### config.mk
export PLATFORM = sky130hd
export DESIGN_NAME = vonf_div
export DESIGN_NICKNAME = d
export VERILOG_FILES = /design/src/sv/volume_outlier_neighbour_fill_defines.svh /design/src/sv/vonf_pkg.sv /design/src/sv/vonf_div.sv
export SDC_FILE = /design/constraint.sdc
export NUM_CORES = 1
export LEC_CHECK = 0
export BUFFER_PORTS_ARGS = -buffer_cell sky130_fd_sc_hd__buf_2
export CORE_ASPECT_RATIO = 1.25
export CORE_MARGIN = 3
export CORE_UTILIZATION = 48
export CTS_CLUSTER_DIAMETER = 200
export DETAILED_ROUTE_END_ITERATION = 16
export PLACE_DENSITY = 0.74
export SLEW_MARGIN = 20
export SYNTH_ARGS = -nofsm -noshare
export SYNTH_HDL_FRONTEND = slang
export SYNTH_SLANG_ARGS = --single-unit
export TNS_END_PERCENT = 10
### constraint.sdc
create_clock -name clk -period 2.3 [get_ports clk]
set_input_delay 0.115 -clock clk [delete_from_list [all_inputs] [get_ports clk]]
set_output_delay 0.115 -clock clk [all_outputs]
set_load 0.05 [all_outputs]
### src/sv/volume_outlier_neighbour_fill_defines.svh
// assertion macros for the outlier fill block
// used by the top level only; expects clk and rst_n in scope
`ifndef VOLUME_OUTLIER_NEIGHBOUR_FILL_DEFINES_SVH
`define VOLUME_OUTLIER_NEIGHBOUR_FILL_DEFINES_SVH

// same-cycle implication
`define VONF_ASSERT_NOW(lbl, ante, cons, msg) \
    lbl: assert property (@(posedge clk) disable iff (!rst_n) (ante) |-> (cons)) else $error(msg);

// next-cycle implication
`define VONF_ASSERT_NXT(lbl, ante, cons, msg) \
    lbl: assert property (@(posedge clk) disable iff (!rst_n) (ante) |=> (cons)) else $error(msg);

`endif

### src/sv/vonf_pkg.sv
// shared types and constants for the outlier fill block
// no dependencies
package vonf_pkg;

    localparam int AXIS_BINS  = 32;
    localparam int VALUE_BITS = 24;
    localparam int COORD_W    = $clog2(AXIS_BINS);
    localparam int ADDR_W     = 3 * COORD_W;
    localparam int DEPTH      = AXIS_BINS * AXIS_BINS * AXIS_BINS;
    localparam int RAD_W      = 6;
    localparam int CNT_W      = ADDR_W;
    localparam int SUM_W      = VALUE_BITS + CNT_W + 1;
    localparam int CFG_IDX_W  = 2;

    localparam logic CMD_WRITE = 1'b0;
    localparam logic CMD_QUERY = 1'b1;

    localparam logic [CFG_IDX_W-1:0] REG_LOW_LIMIT  = 2'd0;
    localparam logic [CFG_IDX_W-1:0] REG_HIGH_LIMIT = 2'd1;
    localparam logic [CFG_IDX_W-1:0] REG_MAX_RADIUS = 2'd2;

    typedef struct packed {
        logic                         cmd;
        logic [4:0]                   x;
        logic [4:0]                   y;
        logic [4:0]                   z;
        logic signed [VALUE_BITS-1:0] bin_value;
    } item_t;

    typedef struct packed {
        logic signed [VALUE_BITS-1:0] result_value;
        logic                         was_fixed;
        logic [RAD_W-1:0]             radius_used;
        logic                         gave_up;
    } result_t;

    typedef struct packed {
        logic start;
        logic done;
    } div_ctl_t;

endpackage

### src/sv/vonf_div.sv
// unsigned restoring divider, one quotient bit per cycle
// depends on vonf_pkg
module vonf_div (
    input  logic                         clk,
    input  logic                         rst_n,
    input  vonf_pkg::div_ctl_t           ctl_in,
    output vonf_pkg::div_ctl_t           ctl_out,
    input  logic [vonf_pkg::SUM_W-1:0]   dividend,
    input  logic [vonf_pkg::CNT_W-1:0]   divisor,
    output logic [vonf_pkg::SUM_W-1:0]   quotient
);

    localparam int STEP_W = $clog2(vonf_pkg::SUM_W + 1);

    logic [vonf_pkg::CNT_W:0]   rem_reg, rem_next;
    logic [vonf_pkg::SUM_W-1:0] quo_reg, quo_next;
    logic [STEP_W-1:0]          step_reg, step_next;
    logic                       run_reg, run_next;
    logic                       done_reg, done_next;
    logic [vonf_pkg::CNT_W:0]   shifted;

    always_comb
    begin
        shifted   = {rem_reg[vonf_pkg::CNT_W-1:0], quo_reg[vonf_pkg::SUM_W-1]};
        rem_next  = rem_reg;
        quo_next  = quo_reg;
        step_next = step_reg;
        run_next  = run_reg;
        done_next = 1'b0;
        if (ctl_in.start)
        begin
            rem_next  = '0;
            quo_next  = dividend;
            step_next = STEP_W'(vonf_pkg::SUM_W);
            run_next  = 1'b1;
        end
        else if (run_reg)
        begin
            if (shifted >= {1'b0, divisor})
            begin
                rem_next = shifted - {1'b0, divisor};
                quo_next = {quo_reg[vonf_pkg::SUM_W-2:0], 1'b1};
            end
            else
            begin
                rem_next = shifted;
                quo_next = {quo_reg[vonf_pkg::SUM_W-2:0], 1'b0};
            end
            step_next = step_reg - 1'b1;
            if (step_reg == STEP_W'(1))
            begin
                run_next  = 1'b0;
                done_next = 1'b1;
            end
        end
    end

    always_ff @(posedge clk or negedge rst_n)
    begin
        if (!rst_n)
        begin
            run_reg  <= 1'b0;
            done_reg <= 1'b0;
            step_reg <= '0;
        end
        else
        begin
            run_reg  <= run_next;
            done_reg <= done_next;
            step_reg <= step_next;
        end
    end

    always_ff @(posedge clk)
    begin
        rem_reg <= rem_next;
        quo_reg <= quo_next;
    end

    assign quotient      = quo_reg;
    assign ctl_out.start = 1'b0;
    assign ctl_out.done  = done_reg;

endmodule

# [Yosys cells after proc, flatten, opt, wreduce, memory -nomap -nowiden]
# Index checks and enable logic that the tools add are counted.
[word_totals] register_bits=63 input_bits=59 output_inout_bits=42 wordCells=22
[op_classes] add_sub_neg=2 magnitude_cmp=1 n_eq_ne=1 muxes=12 reduce_logical=1
[ops] operator="40-bit 2-to-1 mux" n=2
[ops] operator="16-bit by 15-bit >= comparator with 1-bit output" n=1
[ops] operator="15-bit 2-to-1 mux" n=1
[ops] operator="15-bit subtractor" n=1
[ops] operator="6-bit 2-to-1 mux" n=2
[ops] operator="1-bit 2-to-1 mux" n=7
[ops] operator="6-bit by 1-bit equality test with 1-bit output (second input constant)" n=1
[ops] operator="6-bit by 1-bit subtractor with 6-bit output (second input constant)" n=1
[ops] operator="2-bit nonzero test" n=1

# [Depth between registers and ports, before layout]
# Gate-level depths: netlist (run 1).
[logic_depth] ltp_word=4 depth_mapped=10 depth_no_buf=9

# [Least setup slack after synthesis (run 1)]
# Ideal clock, no wire load.
[synth_timing] path_kind="reg-to-reg" start="register quo_reg, in the netlist quotient[39]" end="register rem_reg[4] (netlist bit)" setup_time_ps=141 t_arrival_ps=2467 path_slack_ps=-309 path_stages_with_launch=11 path_buffers=1 synth_period_minus_slack_ps=2609 path_cell_list="edfxtp_1 inv_1 ha_1 fa_1 nand2b_1 a21o_1 a21boi_4 o31a_4 buf_8 mux2i_1 a211oi_2"
[synth_via] elab_chain_cells=2 elab_cells_between_ends=3 classes_between="add/sub (1); order compare (1); mux (1)"
[synth_lines] element="from (decl)" line_no="vonf_div.sv:16" rtl="logic [vonf_pkg::SUM_W-1:0] quo_reg, quo_next;"
[synth_lines] element="from (signal assigned)" line_no="vonf_div.sv:77" rtl="quo_reg <= quo_next;"
[synth_lines] element="15-bit subtractor / 16-bit by 15-bit >= comparator with 1-bit output (equally long branches)" line_no="vonf_div.sv:41, vonf_div.sv:39"
[synth_lines] element="15-bit 2-to-1 mux (*)" line_no="vonf_div.sv:39" rtl="if (shifted >= {1'b0, divisor})"
[synth_lines] element="to (signal assigned)" line_no="vonf_div.sv:76" rtl="rem_reg <= rem_next;"
[synth_lines] element="to (decl)" line_no="vonf_div.sv:15" rtl="logic [vonf_pkg::CNT_W:0] rem_reg, rem_next;"
# Every way passes the cells marked *; elsewhere a longest branch is shown, timed or not.
# A chain may end at the register's enable or synchronous reset.

# [Worst setup path after layout (run 1)]
[layout_timing] start="register quo_reg, in the netlist quotient[39]" end="register rem_reg[12] (netlist bit)"
# The elaborated chain is that of the path after synthesis.

==> results_dict.tcl, run 1 <==
set metrics [dict create \
    status "finished clean" \
    period_share_pct 99.1 \
    place.gp.congestion 0.872 \
    pwr-share-seq_pct 45.2 \
    synth_edf_count 40 \
    vias_per_cell 5.34 \
    grt_max_degree 44 \
    die-area_mm2 0.00882 \
    max_freq_mhz 439 \
    die_x_um 84.6 \
    worstSetupEndpointType "register" \
    clockRootBuffer "clkbuf_8" \
    maxCapViolCount 0 \
    whs_endpoint "quotient[0]$_DFFE_PP_" \
    worstHoldPathType "primary input to register" \
    grt_usage_pct 18.6 \
    p_per_area_mw_per_mm2 652 \
    ys_ff_latch 63 \
    ys_types 66 \
    avgSynthCellArea_um2 11.1 \
    cp.arrival_ns 2.49 \
    cts_max_level 3 \
    r2r_slack_ns 0.02 \
    worst-path-max-fanout 8 \
    ys_seq_area_share_pct 45.9 \
    fin_crit_ns 2.28 \
    syn-cell-area_mm2 0.00371 \
    cts_buffers 9 \
    startpoint_type "register" \
    synth_commonest_cells "40 x edfxtp_1, 39 x mux2_2, 25 x inv_1" \
    die_h_um 104 \
    post_drt_wl_per_cell_um 15.1 \
    holdPathStages 3 \
    first_iter_violations 82 \
    clk_transition_reported_paths_ns 0.07 \
    power_leakage_uw 0.00203 \
    dp.cells 530 \
    syn-num-nets 410 \
    dr.pass1.iters 4 \
    vias 2921 \
    layout-drive-gt1-share_pct 44.4 \
    synth_flop_cell "edfxtp_1" \
    regToRegStartpoint "quotient[39]$_DFFE_PP_" \
    route.detailed.drc 0 \
    syn_inst 333 \
    cts_buffer_depth 2 \
    layout.cells.non_filler 547 \
    overflow 0 \
    worstPathRequired_ns 2.51 \
    synth.most_common_cell "edfxtp_1" \
    slew_headroom_pct 60.7 \
    setup_violations 0 \
    rsz0062_at_grt "true" \
    r2r_cells 10 \
    synth_area_leaders "edfxtp_1 32%, mux2_2 12%, dfxtp_1 8.1%, ha_1 5.7%, dfrtp_1 5.4%" \
    nNetsFinal 527 \
    antenna_found_initial 0 \
    first_global_vias 2785 \
    yosysTopAreaCell "edfxtp_1" \
    hold_viol 0 \
    p_comb_share_pct 25.3 \
    tightest_slew_ns 0.589 \
    placed_area_mm2 0.00442 \
    p_sw_uw 966 \
    post_cts_buffers 0 \
    fp-row-count 35 \
    design_area_mm2 0.00468 \
    routed_wl_um 8260 \
    port_buffers 98 \
    clkSinkCount 63 \
    clkLatencyLatePin_ns 0.33 \
    drv_slew 0 \
    crit_type "register to register" \
    async_reset_ff_share_pct 12.7 \
    largest_reg_flops 40 \
    ir_drop_v 0.000429 \
    min_from "dividend[0]" \
    coreArea_mm2 0.00744 \
    yosysWarnings 0 \
    cts_tree "done" \
    fillers 617 \
    p_int_uw 2090 \
    p_sw_share_pct 31.7 \
    skew_ns 0.00940 \
    worstReg2RegEnd "rem_reg[12]$_SDFFE_PP0P_" \
    ant_nets 0 \
    diodes 0 \
    place_hpwl_um 6450 \
    grt_pass1_wl_um 13300 \
    area_growth_pct 26.3 \
    final_util_pct 62.9 \
    yosys.area.top_type_share_pct 32.4 \
    initial_core_util_pct 49.8 \
    clkPwrFrac_pct 29.5 \
    io_pins 101 \
]
-- worst max-delay path by stage --
| stage | start | end | cells after the start |
|---|---|---|---|
| 3_3_place_gp | quotient[39]$_DFFE_PP_ | rem_reg[12]$_SDFFE_PP0P_ | 10 |
| 6_report | quotient[39]$_DFFE_PP_ | rem_reg[12]$_SDFFE_PP0P_ | 10 |
| 4_1_cts | quotient[39]$_DFFE_PP_ | rem_reg[10]$_SDFFE_PP0P_ | 10 |
| 5_1_grt | quotient[39]$_DFFE_PP_ | rem_reg[12]$_SDFFE_PP0P_ | 10 |
| 2_1_floorplan | quotient[39]$_DFFE_PP_ | rem_reg[4]$_SDFFE_PP0P_ | 10 |
| 3_5_place_dp | quotient[39]$_DFFE_PP_ | rem_reg[12]$_SDFFE_PP0P_ | 10 |
-- final cells by class --
cell class / instances / area, um^2 / area share (%)
sequential: 63 / 1700 / 36.3
multi-input combinational: 229 / 1900 / 40.5
clock inverter: 6 / 62.6 / 1.34
timing repair buffer: 122 / 686 / 14.6
clock buffer: 10 / 128 / 2.73
inverter: 25 / 93.8 / 2.00
tap: 92 / 115 / 2.46
-- cell families (layout without fill, tap and decap cells) --
logic type                 after synthesis  in the layout  synth area share (%)
AOI/OAI and AO/OA                       70             70                  15.2
xor gates and xnor gates                10             10                  2.36
adders and majority gates               18             18                  6.28
buffers and inverters                   41            163                  5.00
DFF                                     63             63                  45.9
muxes                                   42             42                  12.8
other                                    1              1                 0.101
and+or+nand+nor                         88             88                  12.4
-- layer usage --
| layer | track usage [%] | routed length, um | share of wire (%) | up-vias |
|---|---|---|---|---|
| met1 | 23.3 | 3660 | 44 | 1347 |
| li1 | - | - | - | 1472 |
| met4 | 5.88 | 100 | 1.2 | 0 |
| met3 | 3.96 | 495 | 6.0 | 9 |
| met5 | 0 | 0 | 0 | - |
| met2 | 31.9 | 4000 | 48 | 93 |
-- power by group through the flow --
stage                     clock network, uW  logic [uW]  registers, uW
after CTS                               923         768           1380
after global placement                    0         755           1400
after detailed placement                  0         764           1400
after global routing                    971         826           1390
final                                   900         773           1380
after floorplan                           0         282           1670
-- critical path, cell delays in order, from the launching register on --
cell and delay [ns]:
edfxtp_1 0.38, inv_2 0.07, ha_4 0.16, fa_2 0.34, nand2b_4 0.15, a21o_1 0.19, a21boi_4 0.18, o31ai_4 0.13
buf_12 0.17, and3_1 0.15, a221o_1 0.25
-- per-stage QoR --
| stage | total power [uW] | setup TNS, ns | setup slack [ns] | hold WS, ns |
|---|---|---|---|---|
| 2_1_floorplan | 1950 | -3.02 | -0.260 | -0.181 |
| 3_3_place_gp | 2150 | 0 | 0.0299 | -0.0327 |
| 3_5_place_dp | 2170 | -0.0313 | -0.0313 | -0.0345 |
| 4_1_cts | 3070 | 0 | 0.00718 | 0.0694 |
| 5_1_grt | 3190 | -0.111 | -0.0391 | 0.0740 |
| 6_report | 3050 | 0 | 0.0208 | 0.0792 |
-- what timing repair did --
| item | 4_1_cts | 5_1_grt |
|---|---|---|
| pin swaps | 3 | 3 |
| cloned | 0 | 0 |
| hold buffers | 1 | 0 |
| endpoints found under the setup margin | 2 | 12 |
| gates resized for setup | 1 | 9 |
| hold endpoints to repair | 8 | 0 |
-- placed cells by master, fill, tap and decap left out, types with 2 or more instances in the layout --
cell	synthesis	final
buf_2	1	98
edfxtp_1	40	40
mux2_2	39	39
inv_1	25	24
nor2_1	24	24
nand2_1	23	23
buf_4	3	22
a21oi_1	15	15
ha_1	17	15
dfxtp_1	15	15
o21ai_0	12	11
clkbuf_8	0	9
dfrtp_1	8	8
nor3_1	7	7
xnor2_1	6	6
nand3_1	6	6
a21o_1	4	4
xor2_1	4	4
a211oi_1	4	4
and3_1	4	4
a32oi_1	4	4
a311oi_2	4	4
o21ai_1	2	3
nand2b_1	4	3
o21bai_1	2	2
nand4_1	2	2
o31a_1	2	2
nor2b_1	2	2
o2111ai_1	2	2
or3_1	2	2
mux2i_1	2	2
a211oi_2	2	2
ha_4	0	2
clkinvlp_4	0	2
Note: power is estimated with default switching activity, not from simulation.
==> run 2, diff against run 1 <==
- CORE_ASPECT_RATIO: 1.25 -> 1.2
- CTS_CLUSTER_DIAMETER: 200 -> default
==> results_dict.tcl, run 2 (synthesis results as in run 1) <==
set metrics [dict create \
    status "finished, violations left" \
    violations "setup timing" \
    first_global_vias 2840 \
    place_hpwl_um 6690 \
    grt_pass1_wl_um 13300 \
    worstSetupEndpointType "register" \
    r2r_slack_ns -0.008 \
    io_pins 101 \
    r2r_cells 10 \
    die-area_mm2 0.00882 \
    setup_ws_ns -0.00831 \
    fin_crit_ns 2.31 \
    cts_buffers 9 \
    cts_buffer_depth 2 \
    holdPathStages 3 \
    power_leakage_uw 0.00203 \
    worstHoldPathType "primary input to register" \
    crit_type "register to register" \
    final_cell_mix "99 x buf_2, 40 x edfxtp_1, 39 x mux2_2, 24 x inv_1, 24 x nor2_1" \
    drv_slew 0 \
    overflow 0 \
    coreArea_mm2 0.00736 \
    final_common_cell "buf_2" \
    clk_transition_reported_paths_ns 0.06 \
    power_uw 3040 \
    tightest_slew_ns 0.588 \
    clockRootBuffer "clkbuf_8" \
    place.gp.congestion 0.931 \
    p_per_area_mw_per_mm2 648 \
    layout-drive-gt1-share_pct 45.7 \
    cts_tree "done" \
    startpoint_type "register" \
    nNetsFinal 527 \
    initial_core_util_pct 50.4 \
    max_freq_mhz 433 \
    first_iter_violations 158 \
    maxCapViolCount 0 \
    min_from "dividend[0]" \
    skew_ns 0.00405 \
    routed_wl_um 8730 \
    cp.arrival_ns 2.52 \
    vias_per_cell 5.51 \
    ir_drop_v 0.000465 \
    worstReg2RegEnd "rem_reg[12]$_SDFFE_PP0P_" \
    place_ws_ns -0.0337 \
    route.detailed.drc 0 \
    clkSinkCount 63 \
    hold_viol 0 \
    grt_usage_pct 19.3 \
    post_drt_wl_per_cell_um 16.0 \
    grt_max_degree 45 \
    ant_nets 0 \
    clkLatencyLatePin_ns 0.32 \
    largest_reg_flops 40 \
    port_buffers 98 \
    vias 3001 \
    dr.pass1.iters 5 \
    slew_headroom_pct 60.7 \
    die_x_um 86.2 \
    whs_endpoint "quotient[0]$_DFFE_PP_" \
    fp-row-count 34 \
    cts_max_level 3 \
    holdWs_ns 0.0819 \
    diodes 0 \
    period_share_pct 100 \
    setup_violations 1 \
    antenna_found_initial 0 \
    worst-path-max-fanout 5 \
    regToRegStartpoint "quotient[39]$_DFFE_PP_" \
    final_util_pct 63.7 \
    area_growth_pct 26.6 \
    die_h_um 102 \
    rsz0062_at_grt "true" \
    worstPathRequired_ns 2.51 \
]
run 2: worst max path at each step:
stage | from | end | slack, ns
2_1_floorplan | quotient[39]$_DFFE_PP_ | rem_reg[4]$_SDFFE_PP0P_ | -0.26
3_3_place_gp | quotient[39]$_DFFE_PP_ | rem_reg[12]$_SDFFE_PP0P_ | 0.03
3_5_place_dp | quotient[39]$_DFFE_PP_ | rem_reg[12]$_SDFFE_PP0P_ | -0.03
4_1_cts | quotient[39]$_DFFE_PP_ | rem_reg[12]$_SDFFE_PP0P_ | 0.003
5_1_grt | quotient[39]$_DFFE_PP_ | rem_reg[14]$_SDFFE_PP0P_ | -0.09
6_report | quotient[39]$_DFFE_PP_ | rem_reg[12]$_SDFFE_PP0P_ | -0.008
run 2: per-layer routing:
layer  global-route usage, %  share of wire [%]
met5                       0                  0
met4                    6.47                1.7
met3                    3.39                6.9
met2                    34.2                 50
met1                    23.7                 42
run 2: through the flow:
step	instance area, um^2	TNS [ns]	cells
floorplan	3720	-3.02	333
global placement	4390	0	526
detailed placement	4390	-0.0607	526
CTS	4590	0	543
global route	4690	-0.474	545
finish	4690	-0.00831	545
run 2: power by group:
group	total [uW]	internal [uW]	switching (uW)
combinational	791	275	515
sequential	1380	1320	62.1
clock	866	476	390
run 2: what timing repair did:
action,4_1_cts,5_1_grt
gates resized for setup,2,18
cloned,0,1
hold buffers,1,0
setup buffers,0,1
pin swaps,1,14
hold endpoints to repair,8,0
endpoints found under the setup margin,3,14
run 2: worst max-delay path, stage by stage (launching register included):
cell and delay [ns]:
edfxtp_1 0.37, inv_2 0.06, ha_4 0.16, fa_2 0.37, nand2b_4 0.15, a21o_1 0.20
a21boi_4 0.21, o31ai_4 0.10, buf_6 0.16, and3_1 0.16, a221o_1 0.25
run 2: layout make-up:
type                       count  area, um^2
fill                         603        2670
multi-input combinational    229        1920
sequential                    63        1700
timing repair buffer         122         678
clock buffer                  13         169
tap                           90         113
inverter                      25        93.8
clock inverter                 3        17.5
==> run 3, diff against run 2 <==
- clock period: 2.3 -> 2.1 ns (I/O delays scaled with it)
==> results_dict.tcl, run 3 (synthesis results as in run 1) <==
set metrics [dict create \
    drv_slew 0 \
    p_sw_share_pct 30.6 \
    max_freq_mhz 443 \
    p_int_uw 2430 \
    status "finished, violations left" \
    power_uw 3490 \
    skew_ns 0.00700 \
    maxCapViolCount 0 \
    clockRootBuffer "clkbuf_8" \
    route.detailed.drc 0 \
    cts_buffers 9 \
    routed_wl_um 8940 \
    final_common_cell "buf_2" \
    violations "setup timing" \
    setup_ws_ns -0.155 \
    first_iter_violations 88 \
    clkPwrFrac_pct 31.3 \
    p_comb_share_pct 25.4 \
    dp.cells 556 \
    vias_per_cell 5.30 \
    hold_viol 0 \
    crit_type "register to register" \
    cts_max_level 3 \
    setup_violations 15 \
    layout.cells.non_filler 574 \
    antenna_found_initial 0 \
    grt_max_degree 40 \
    power_leakage_uw 0.00217 \
    fp-row-count 34 \
    largest_reg_flops 40 \
    critical-path-max-stage-delay_ns 0.36 \
    clk_transition_reported_paths_ns 0.07 \
    diodes 0 \
    place.gp.congestion 0.902 \
    grt_pass1_wl_um 14100 \
    cp.arrival_ns 2.47 \
    grt_usage_pct 20.5 \
    die_h_um 102 \
    layout-drive-gt1-share_pct 48.6 \
    clkSinkCount 63 \
    slew_headroom_pct 60.6 \
    die-area_mm2 0.00882 \
    rsz0062_at_grt "true" \
    clkLatencyLatePin_ns 0.33 \
    ir_drop_v 0.000636 \
    fin_crit_ns 2.26 \
    cts_buffer_depth 2 \
    p_per_area_mw_per_mm2 710 \
    startpoint_type "register" \
    tightest_slew_ns 0.590 \
    io_pins 101 \
    overflow 0 \
    vias 3044 \
    ant_nets 0 \
    place_hpwl_um 7100 \
    holdPathStages 3 \
    pwr-share-seq_pct 43.3 \
    setup_tns_ns -1.06 \
    coreArea_mm2 0.00736 \
    cts_tree "done" \
    fillers 596 \
    place_ws_ns -0.215 \
    worst-path-max-fanout 8 \
    worstSetupEndpointType "register" \
    period_share_pct 107 \
    initial_core_util_pct 50.4 \
    p_sw_uw 1070 \
    final_cell_mix "98 x buf_2, 50 x buf_4, 40 x edfxtp_1, 39 x mux2_2, 24 x nor2_1" \
    die_x_um 86.2 \
    nNetsFinal 556 \
    holdWs_ns 0.0542 \
    port_buffers 98 \
    first_global_vias 3010 \
    area_growth_pct 32.8 \
    worstHoldPathType "primary input to register" \
    dr.pass1.iters 4 \
    worstPathCellList "inv_2 -> ha_4 -> fa_2 -> nand2b_4 -> a21o_1 -> a21boi_4 -> o31ai_4 -> buf_12 -> and3_4 -> a221o_1" \
    r2r_cells 10 \
    worstPathRequired_ns 2.31 \
    post_drt_wl_per_cell_um 15.6 \
    cp_slowest_cell "edfxtp_1" \
]
run 3: cell count changes in the layout (fill, tap and decap cells not counted), sizes merged:
cell and change:
buf +29, bufinv +2, clkbuf -4, clkinv +2
run 3: through the flow:
stage                     instance area (um^2)  util (%)
after floorplan                           3720         -
after detailed placement                  4630      62.9
final                                     4920      66.9
after global routing                      4920      66.9
after CTS                                 4900      66.6
after global placement                    4630      62.9
run 3: critical path, delay by kind of cell, from the launching register on:
family	cells	cell delay [ns]
AOI/OAI and AO/OA	4	0.72
adders and majority gates	2	0.52
DFF	1	0.36
and+or+nand+nor	2	0.30
buffers and inverters	2	0.24
run 3: final timing paths:
| check | end | slack [ns] | from |
|---|---|---|---|
| max | rem_reg[12]$_SDFFE_PP0P_ | -0.16 | quotient[39]$_DFFE_PP_ |
| min | quotient[0]$_DFFE_PP_ | 0.05 | dividend[0] |
| max reg2reg | rem_reg[12]$_SDFFE_PP0P_ | -0.16 | quotient[39]$_DFFE_PP_ |
| min reg2reg | rem_reg[3]$_SDFFE_PP0P_ | 0.52 | rem_reg[2]$_SDFFE_PP0P_ |
| max in group asynchronous | done_reg$_DFF_PN0_ | 1.76 | rst_n |
| min in group asynchronous | step_reg[1]$_DFFE_PN0P_ | 0.15 | rst_n |
run 3: timing repair:
item                       CTS  global route
hold buffers                 1             0
gates resized for setup     10             6
buffers inserted             1             0
setup endpoints to repair   16            16
pin swaps                   10             1
hold endpoints to repair     8             0
cloned                       0             0
run 3: routing by layer:
metal | share of wire, % | routed length, um | vias to the layer above | global-route usage, %
li1 | - | - | 1520 | -
met5 | 0 | 0 | - | 0
met3 | 6.3 | 559 | 11 | 3.31
met4 | 1.4 | 128 | 0 | 7.67
met2 | 50 | 4460 | 94 | 37.3
met1 | 42 | 3790 | 1419 | 24.2
run 3: power by group through the flow:
stage / clock, uW / combinational, uW / sequential [uW]
after CTS: 1120 / 890 / 1510
final: 1090 / 888 / 1510
after floorplan: 0 / 309 / 1830
after global placement: 0 / 863 / 1530
after detailed placement: 0 / 873 / 1540
after global routing: 1180 / 951 / 1530
run 3: layout make-up:
type                            count  area, um^2  area share, %
Timing Repair Buffer              151         907           18.4
Clock buffer                        9         124           2.52
Multi-Input combinational cell    229        1900           38.5
Sequential cell                    63        1700           34.6
Tap cell                           90         113           2.29
Inverter                           25        93.8           1.91
Clock inverter                      7        87.6           1.78
